`config.mk`:
```
export PLATFORM = sky130hd
export DESIGN_NAME = base64_decoder_stream
export DESIGN_NICKNAME = d
export VERILOG_FILES = /design/src/b64d_pkg.sv /design/src/b64d_front.sv /design/src/b64d_queue.sv /design/src/b64d_back.sv /design/src/base64_decoder_stream.sv
export SDC_FILE = /design/constraint.sdc
export NUM_CORES = 1
export LEC_CHECK = 0
export BUFFER_PORTS_ARGS = -buffer_cell sky130_fd_sc_hd__buf_2
export CORE_ASPECT_RATIO = 1.1
export CORE_UTILIZATION = 62
export DETAILED_ROUTE_END_ITERATION = 8
export PLACE_DENSITY_LB_ADDON = 0.05
export SYNTH_ARGS = -nofsm -noshare
export SYNTH_HDL_FRONTEND = slang
export SYNTH_HIERARCHICAL = 1
export SYNTH_SLANG_ARGS = --single-unit
```
`constraint.sdc`:
```
create_clock -name clk -period 4 [get_ports clk]
set_input_delay 0 -clock clk [delete_from_list [all_inputs] [get_ports clk]]
set_output_delay 0 -clock clk [all_outputs]
set_load 0.1 [all_outputs]
```
`src/b64d_pkg.sv`:
```
// Shared types, constants and the alphabet lookup for the Base64 stream decoder.
package b64d_pkg;

  localparam logic [7:0] PAD_CHAR = 8'h3D;

  // One decoded group handed from the front end to the back end.
  typedef struct packed {
    logic [23:0] triple;     // packed quartet, first byte in the top bits
    logic [1:0]  count;      // beats in this group, 1 to 3
    logic        has_bytes;  // 0 for a bare end-of-text marker
    logic        last;       // group closes the string
    logic        status;     // 1 if the string is invalid
  } group_t;

  // Map a character to {not_in_alphabet, sextet}; '=' maps to sextet zero.
  function automatic logic [6:0] sextet_of(input logic [7:0] c);
    logic [6:0] r;
    begin
      if (c >= 8'h41 && c <= 8'h5A) begin
        r = {1'b0, 6'(c - 8'h41)};
      end else if (c >= 8'h61 && c <= 8'h7A) begin
        r = {1'b0, 6'(c - 8'h61 + 8'd26)};
      end else if (c >= 8'h30 && c <= 8'h39) begin
        r = {1'b0, 6'(c - 8'h30 + 8'd52)};
      end else if (c == 8'h2B) begin
        r = {1'b0, 6'd62};
      end else if (c == 8'h2F) begin
        r = {1'b0, 6'd63};
      end else if (c == PAD_CHAR) begin
        r = {1'b0, 6'd0};
      end else begin
        r = {1'b1, 6'd0};
      end
      return r;
    end
  endfunction

endpackage

```
`src/b64d_front.sv`:
```
// Front end: classifies characters, tracks quartet state and forms decoded groups.
module b64d_front
  import b64d_pkg::*;
(
  input  logic       clk,
  input  logic       rst,
  input  logic       accept,
  input  logic [7:0] char_code,
  input  logic       has_char,
  input  logic       end_of_text,
  output logic       emit,
  output group_t     group
);

  logic [1:0]  pos, pos_next;
  logic [17:0] accum, accum_next;
  logic        pad3, pad3_next;
  logic        qinv, qinv_next;
  logic        padded, padded_next;
  logic        err, err_next;

  logic [6:0]  sx;
  logic        is_pad;
  logic        qinv_now;
  logic        err_now;
  logic [1:0]  cnt;

  always_comb begin
    sx          = sextet_of(char_code);
    is_pad      = (char_code == PAD_CHAR);
    pos_next    = pos;
    accum_next  = accum;
    pad3_next   = pad3;
    qinv_next   = qinv;
    padded_next = padded;
    err_next    = err;
    qinv_now    = qinv;
    err_now     = err;
    cnt         = 2'd0;
    emit        = 1'b0;
    group       = '0;
    if (accept) begin
      if (has_char) begin
        qinv_now = qinv | sx[6] | padded | (is_pad & (pos < 2'd2));
        if (pos != 2'd3) begin
          pad3_next  = pad3 | ((pos == 2'd2) & is_pad);
          accum_next = {accum[11:0], sx[5:0]};
          pos_next   = pos + 2'd1;
          qinv_next  = qinv_now;
        end else begin
          qinv_now = qinv_now | (pad3 & ~is_pad);
          err_now  = err | qinv_now;
          if (!err_now) begin
            cnt          = 2'd1 + {1'b0, ~pad3} + {1'b0, ~is_pad};
            group.triple = {accum, sx[5:0]};
          end
          padded_next = padded | is_pad;
          pos_next    = 2'd0;
          accum_next  = '0;
          pad3_next   = 1'b0;
          qinv_next   = 1'b0;
          err_next    = err_now;
        end
      end
      group.count     = cnt;
      group.has_bytes = (cnt != 2'd0);
      if (end_of_text) begin
        group.last   = 1'b1;
        group.status = err_next | qinv_next | (pos_next != 2'd0);
        if (cnt == 2'd0) begin
          group.count = 2'd1;
        end
        // string closes: drop all quartet state
        pos_next    = 2'd0;
        accum_next  = '0;
        pad3_next   = 1'b0;
        qinv_next   = 1'b0;
        padded_next = 1'b0;
        err_next    = 1'b0;
      end
      emit = (cnt != 2'd0) | end_of_text;
    end
  end

  always_ff @(posedge clk) begin
    if (rst) begin
      pos    <= 2'd0;
      accum  <= '0;
      pad3   <= 1'b0;
      qinv   <= 1'b0;
      padded <= 1'b0;
      err    <= 1'b0;
    end else begin
      pos    <= pos_next;
      accum  <= accum_next;
      pad3   <= pad3_next;
      qinv   <= qinv_next;
      padded <= padded_next;
      err    <= err_next;
    end
  end

  a_end_clears: assert property (@(posedge clk) disable iff (rst)
    (accept && end_of_text) |=> (pos == 2'd0 && !err && !padded && !qinv))
    else $error("string state not cleared at end of text");

  a_no_bytes_after_error: assert property (@(posedge clk) disable iff (rst)
    (emit && group.has_bytes) |-> !err)
    else $error("bytes emitted after an error");

endmodule

```
`src/b64d_queue.sv`:
```
// Short group queue between the front end and the back end.
module b64d_queue
  import b64d_pkg::*;
#(
  parameter int DEPTH = 4
) (
  input  logic   clk,
  input  logic   rst,
  input  logic   push,
  input  group_t push_data,
  output logic   full,
  output logic   head_valid,
  output group_t head_data,
  input  logic   pop
);

  localparam int PTR_W = $clog2(DEPTH);
  localparam int CNT_W = $clog2(DEPTH + 1);

  group_t             slots [DEPTH];
  logic [PTR_W-1:0]   wr_ptr, rd_ptr;
  logic [CNT_W-1:0]   count;
  logic               do_push, do_pop;

  assign full       = (count == CNT_W'(DEPTH));
  assign head_valid = (count != '0);
  assign head_data  = slots[rd_ptr];
  assign do_push    = push & ~full;
  assign do_pop     = pop & head_valid;

  always_ff @(posedge clk) begin
    if (do_push) begin
      slots[wr_ptr] <= push_data;
    end
  end

  always_ff @(posedge clk) begin
    if (rst) begin
      wr_ptr <= '0;
      rd_ptr <= '0;
      count  <= '0;
    end else begin
      if (do_push) begin
        wr_ptr <= (wr_ptr == PTR_W'(DEPTH - 1)) ? '0 : wr_ptr + 1'b1;
      end
      if (do_pop) begin
        rd_ptr <= (rd_ptr == PTR_W'(DEPTH - 1)) ? '0 : rd_ptr + 1'b1;
      end
      if (do_push && !do_pop) begin
        count <= count + 1'b1;
      end else if (do_pop && !do_push) begin
        count <= count - 1'b1;
      end
    end
  end

  a_count_bound: assert property (@(posedge clk) disable iff (rst)
    count <= CNT_W'(DEPTH))
    else $error("group queue count out of range");

endmodule

```
`src/b64d_back.sv`:
```
// Back end: splits queued groups into result beats behind an output register.
module b64d_back
  import b64d_pkg::*;
(
  input  logic       clk,
  input  logic       rst,
  input  logic       head_valid,
  input  group_t     head_data,
  output logic       head_pop,
  output logic       empty,
  input  logic       pop,
  output logic [7:0] data_byte,
  output logic       byte_valid,
  output logic       last,
  output logic       status
);

  logic [1:0] idx;
  logic       out_valid;
  logic       load;
  logic       final_beat;
  logic [7:0] sel_byte;

  assign empty      = ~out_valid;
  assign load       = head_valid & (~out_valid | pop);
  assign final_beat = (idx == head_data.count - 2'd1);
  assign head_pop   = load & final_beat;

  always_comb begin
    case (idx)
      2'd0:    sel_byte = head_data.triple[23:16];
      2'd1:    sel_byte = head_data.triple[15:8];
      default: sel_byte = head_data.triple[7:0];
    endcase
  end

  always_ff @(posedge clk) begin
    if (rst) begin
      out_valid <= 1'b0;
      idx       <= 2'd0;
    end else begin
      if (load) begin
        out_valid <= 1'b1;
        idx       <= final_beat ? 2'd0 : idx + 2'd1;
      end else if (pop) begin
        out_valid <= 1'b0;
      end
    end
  end

  always_ff @(posedge clk) begin
    if (load) begin
      data_byte  <= head_data.has_bytes ? sel_byte : 8'd0;
      byte_valid <= head_data.has_bytes;
      last       <= final_beat & head_data.last;
      status     <= final_beat & head_data.status;
    end
  end

endmodule

```
`src/base64_decoder_stream.sv`:
```
// Base64 stream decoder: top level joining front end, group queue and back end.
//
// Takes one character item per cycle while full is low. A completed quartet
// yields up to three byte beats, and the end of a string adds a final beat with
// last and status (a beat with byte_valid low if no byte is left to carry them).
// The input side never waits on decoding itself; full rises only when QUEUE_DEPTH
// decoded groups are waiting, which is set by the result side draining one beat
// per cycle while pop is held, through its output register. A result is held in
// the queue, then the output register. On status 1 discard the string's bytes.
module base64_decoder_stream
  import b64d_pkg::*;
#(
  parameter int QUEUE_DEPTH = 4
) (
  input  logic       clk,
  input  logic       rst,
  input  logic       push,
  output logic       full,
  input  logic [7:0] char_code,
  input  logic       has_char,
  input  logic       end_of_text,
  output logic       empty,
  input  logic       pop,
  output logic [7:0] data_byte,
  output logic       byte_valid,
  output logic       last,
  output logic       status
);

  logic   accept;
  logic   emit;
  group_t group;
  logic   head_valid;
  group_t head_data;
  logic   head_pop;

  assign accept = push & ~full;

  b64d_front u_front (
    .clk         (clk),
    .rst         (rst),
    .accept      (accept),
    .char_code   (char_code),
    .has_char    (has_char),
    .end_of_text (end_of_text),
    .emit        (emit),
    .group       (group)
  );

  b64d_queue #(
    .DEPTH (QUEUE_DEPTH)
  ) u_queue (
    .clk        (clk),
    .rst        (rst),
    .push       (emit),
    .push_data  (group),
    .full       (full),
    .head_valid (head_valid),
    .head_data  (head_data),
    .pop        (head_pop)
  );

  b64d_back u_back (
    .clk        (clk),
    .rst        (rst),
    .head_valid (head_valid),
    .head_data  (head_data),
    .head_pop   (head_pop),
    .empty      (empty),
    .pop        (pop),
    .data_byte  (data_byte),
    .byte_valid (byte_valid),
    .last       (last),
    .status     (status)
  );

  a_status_on_last: assert property (@(posedge clk) disable iff (rst)
    (!empty && status) |-> last)
    else $error("status set on a beat that is not last");

  a_marker_is_last: assert property (@(posedge clk) disable iff (rst)
    (!empty && !byte_valid) |-> (last && data_byte == 8'd0))
    else $error("byteless beat that is not the end marker");

endmodule
```
==> results.sh <==
export IMPL_status="finished clean"
export IMPL_via_per_inst=6.22
export IMPL_portBuffers=26
export IMPL_synth_top_area_share_pct=52.4
export IMPL_fp_dieArea_mm2=0.0122
export IMPL_root_buffer="clkbuf_16"
export IMPL_critical_path_buf_inv_count=3
export IMPL_fmax_ghz=0.289
export IMPL_ir_drop_v=0.000485
export IMPL_crit_family="simple AND/OR/NAND/NOR gates"
export IMPL_maxSlewHeadroom_pct=31.6
export IMPL_clockBufferDepth=2
export IMPL_slew_violations=0
export IMPL_htreeDepth=4
export IMPL_rows=41
export IMPL_min_period_ns=3.46
export IMPL_yosysWarnings=6
export IMPL_place_congestion=0.894
export IMPL_critPathKind="reg -> reg"
export IMPL_synth_seq_cells=163
export IMPL_final_setup_tns_ns=0
export IMPL_grt_antenna_before_repair=0
export IMPL_drt_wl_total_um=15200
export IMPL_grt_max_degree=34
export IMPL_cap_viol_max_count=0
export IMPL_crit_path_cell_trace="or3b_1 -> clkinv_4 -> nor2b_4 -> nand2_1 -> nor4b_2 -> nand2_1 -> o21ai_1 -> inv_1 -> nor2_2 -> ha_1 -> inv_1 -> fa_1 -> xor2_1 -> or3_2 -> a21oi_1"
export IMPL_setup_viol=0
export IMPL_cts_tree="done"
export IMPL_r2r_setup_slack_ns=0.54
export IMPL_pin_count=27
export IMPL_async_reset_ff_share_pct=0
export IMPL_grt_pass1_wl_um=23600
export IMPL_yosys_most_used_dff="edfxtp_1"
export IMPL_mostFrequentLayoutCells="127 x edfxtp_1, 37 x nand2_1, 35 x dfxtp_1, 29 x a21oi_1, 26 x buf_2"
export IMPL_overflow=0
export IMPL_hold_worst_slack_ns=0.0764
export IMPL_ys_types=65
export IMPL_vias=4449
export IMPL_detail_route_wl_per_cell_um=21.2
export IMPL_hold_class="in -> reg"
export IMPL_timing_final_hold_violations=0
export IMPL_antenna_cells=0
export IMPL_max_stage_delay_ns=0.45
export IMPL_yosysSeqAreaShare_pct=62.3
export IMPL_crit_end="u_queue/count[2]"
export IMPL_cp_end_kind="flop"
export IMPL_layout_nets=588
export IMPL_p_per_area_mw_per_mm2=617
export IMPL_yosys_area_top_type="edfxtp_1"
export IMPL_die_h_um=116
export IMPL_synth_edf_count=127
export IMPL_skew_ns=0.0115
export IMPL_r2r_start="u_queue/count[0]"
export IMPL_rsz0062_at_grt="no"
export IMPL_post_route_drc_count=0
export IMPL_cp_slowest_cell="dfxtp_1"
export IMPL_clk_pin_slew_ns=0.06
export IMPL_avgSynthCellArea_um2=14.1
export IMPL_hpwl_um=9760
export IMPL_post_place_ws_ns=0.499
export IMPL_regToRegEndpoint="u_queue/count[2]"
export IMPL_reg2regPathDepth=15
export IMPL_insertion_delay_ns=0.43
export IMPL_p_leak_uw=0.00292
export IMPL_drive_gt1_share_pct=20.9
export IMPL_path_depth=15
export IMPL_grt_pass1_vias=4416
export IMPL_cp_data_required_time_ns=4.34
export IMPL_setup_worst_path_start_class="flop"
export IMPL_core_mm2=0.0114
export IMPL_cts_made_buffers=17
export IMPL_cts_sinks=163
export IMPL_track_usage_pct=26.8
export IMPL_netlist_area_mm2=0.00728
export IMPL_cp_max_fo=7
export IMPL_tightest_slew_ns=1.02
export IMPL_synthesis_nets=554
export IMPL_crit_start="u_queue/count[0]"
export IMPL_drt_first_pass_iters=5
export IMPL_min_period_over_period_pct=86.5
export IMPL_syn2layout_area_growth_pct=13.4
export IMPL_arrival_ns=3.80
export IMPL_final_common_cell="edfxtp_1"
export IMPL_die_width_um=105
export IMPL_start_util_pct=63.7
export IMPL_synth_area_top_cells="edfxtp_1 52%, dfxtp_1 9.9%, mux4_2 6.8%, ha_1 3.6%, mux4_1 2.5%"
export IMPL_fin_ws_ns=0.540
export IMPL_postRouteAntennaNets=0
export IMPL_ctsResizeCount=0
export IMPL_syn_instance_count=518
export IMPL_drt_iter0_markers=324
==> worst reg2reg max path, cell delays in order (launching register included) <==
cell	delay, ns
dfxtp_1	0.45
or3b_1	0.32
clkinv_4	0.12
nor2b_4	0.21
nand2_1	0.15
nor4b_2	0.27
nand2_1	0.11
o21ai_1	0.18
inv_1	0.08
nor2_2	0.15
ha_1	0.20
inv_1	0.06
fa_1	0.38
xor2_1	0.16
or3_2	0.40
a21oi_1	0.15
==> stage by stage <==
step                std cells  power, uW  instance area [um^2]  utilization (%)
finish                    715       5100                  8260             72.2
global route              715       5280                  8260             72.2
CTS                       715       5130                  8260             72.2
detailed placement        680       3440                  7590             66.3
global placement          680       3410                  7590             66.3
floorplan                 518       3170                  7280                -
==> cell usage after synthesis, types with 8 or more instances <==
cell type  number
nand2_1        37
o21ai_0        12
dfxtp_1        36
nand3_1        21
edfxtp_1      127
nor3_1          8
ha_1           21
nor2_1         25
inv_1          19
and3_1         19
a22oi_1         9
clkbuf_1       14
a21oi_1        29
mux4_2         22
==> worst min path at each step <==
stage               cells after the start     start  slack (ns)          endpoint
detailed placement                      3       pop        0.32  u_back/out_valid
global placement                        3       pop        0.31  u_back/out_valid
CTS                                     3  has_char        0.06       u_front/err
global route                            3  has_char        0.09       u_front/err
floorplan                               1       rst        0.06     u_back/idx[0]
finish                                  3  has_char        0.08       u_front/err
==> final cells by class <==
cell class	instances	area [um^2]
Inverter	20	80.1
Sequential cell	163	4540
Tap cell	150	188
Clock inverter	15	213
Multi-Input combinational cell	309	2540
Timing Repair Buffer	41	275
Clock buffer	17	425
Fill cell	744	3180
==> metal layers <==
layer  vias to the layer above  wire, um  GRT usage, %
li1                       2063         -             -
met3                        20       942          6.24
met2                       162      7630          46.0
met1                      2204      6370          34.3
met5                         -         0             0
met4                         0       221          8.36
==> logic make-up after synthesis <==
family / Yosys count / synth area share (%)
xor+xnor: 6 / 0.722
buf+inv: 46 / 3.01
flops: 163 / 62.3
mux: 33 / 9.88
compound gates: 97 / 9.12
simple gates: 151 / 11.1
fa+ha+maj: 22 / 3.88
==> power breakdown <==
group / internal [uW] / switching [uW] / leakage [uW]
Sequential: 2030 / 74.8 / 0.00146
Combinational: 333 / 965 / 0.00116
Clock: 962 / 734 / 0.000307
Total: 3320 / 1770 / 0.00292
==> sequential cells by signal (all words and copies together), names as in the netlist, named ones only <==
signal and cells:
u_back/status 1, u_queue/rd_ptr 2, u_back/byte_valid 1, u_front/accum 18
u_front/pos 2, u_back/data_byte 8, u_queue/count 3, u_front/err 1
u_front/qinv 1, u_front/pad3 1, u_queue/slots 116, u_back/out_valid 1
u_front/padded 1, u_back/last 1, u_back/idx 2, u_queue/wr_ptr 2
==> timing repair <==
item | in CTS | in global routing
hold buffers | 3 | 0
endpoints found under the setup margin | 0 | 0
endpoints found under the hold margin | 3 | 0
setup buffers | 0 | 0
No activity file was read; power rests on OpenSTA's default activity.
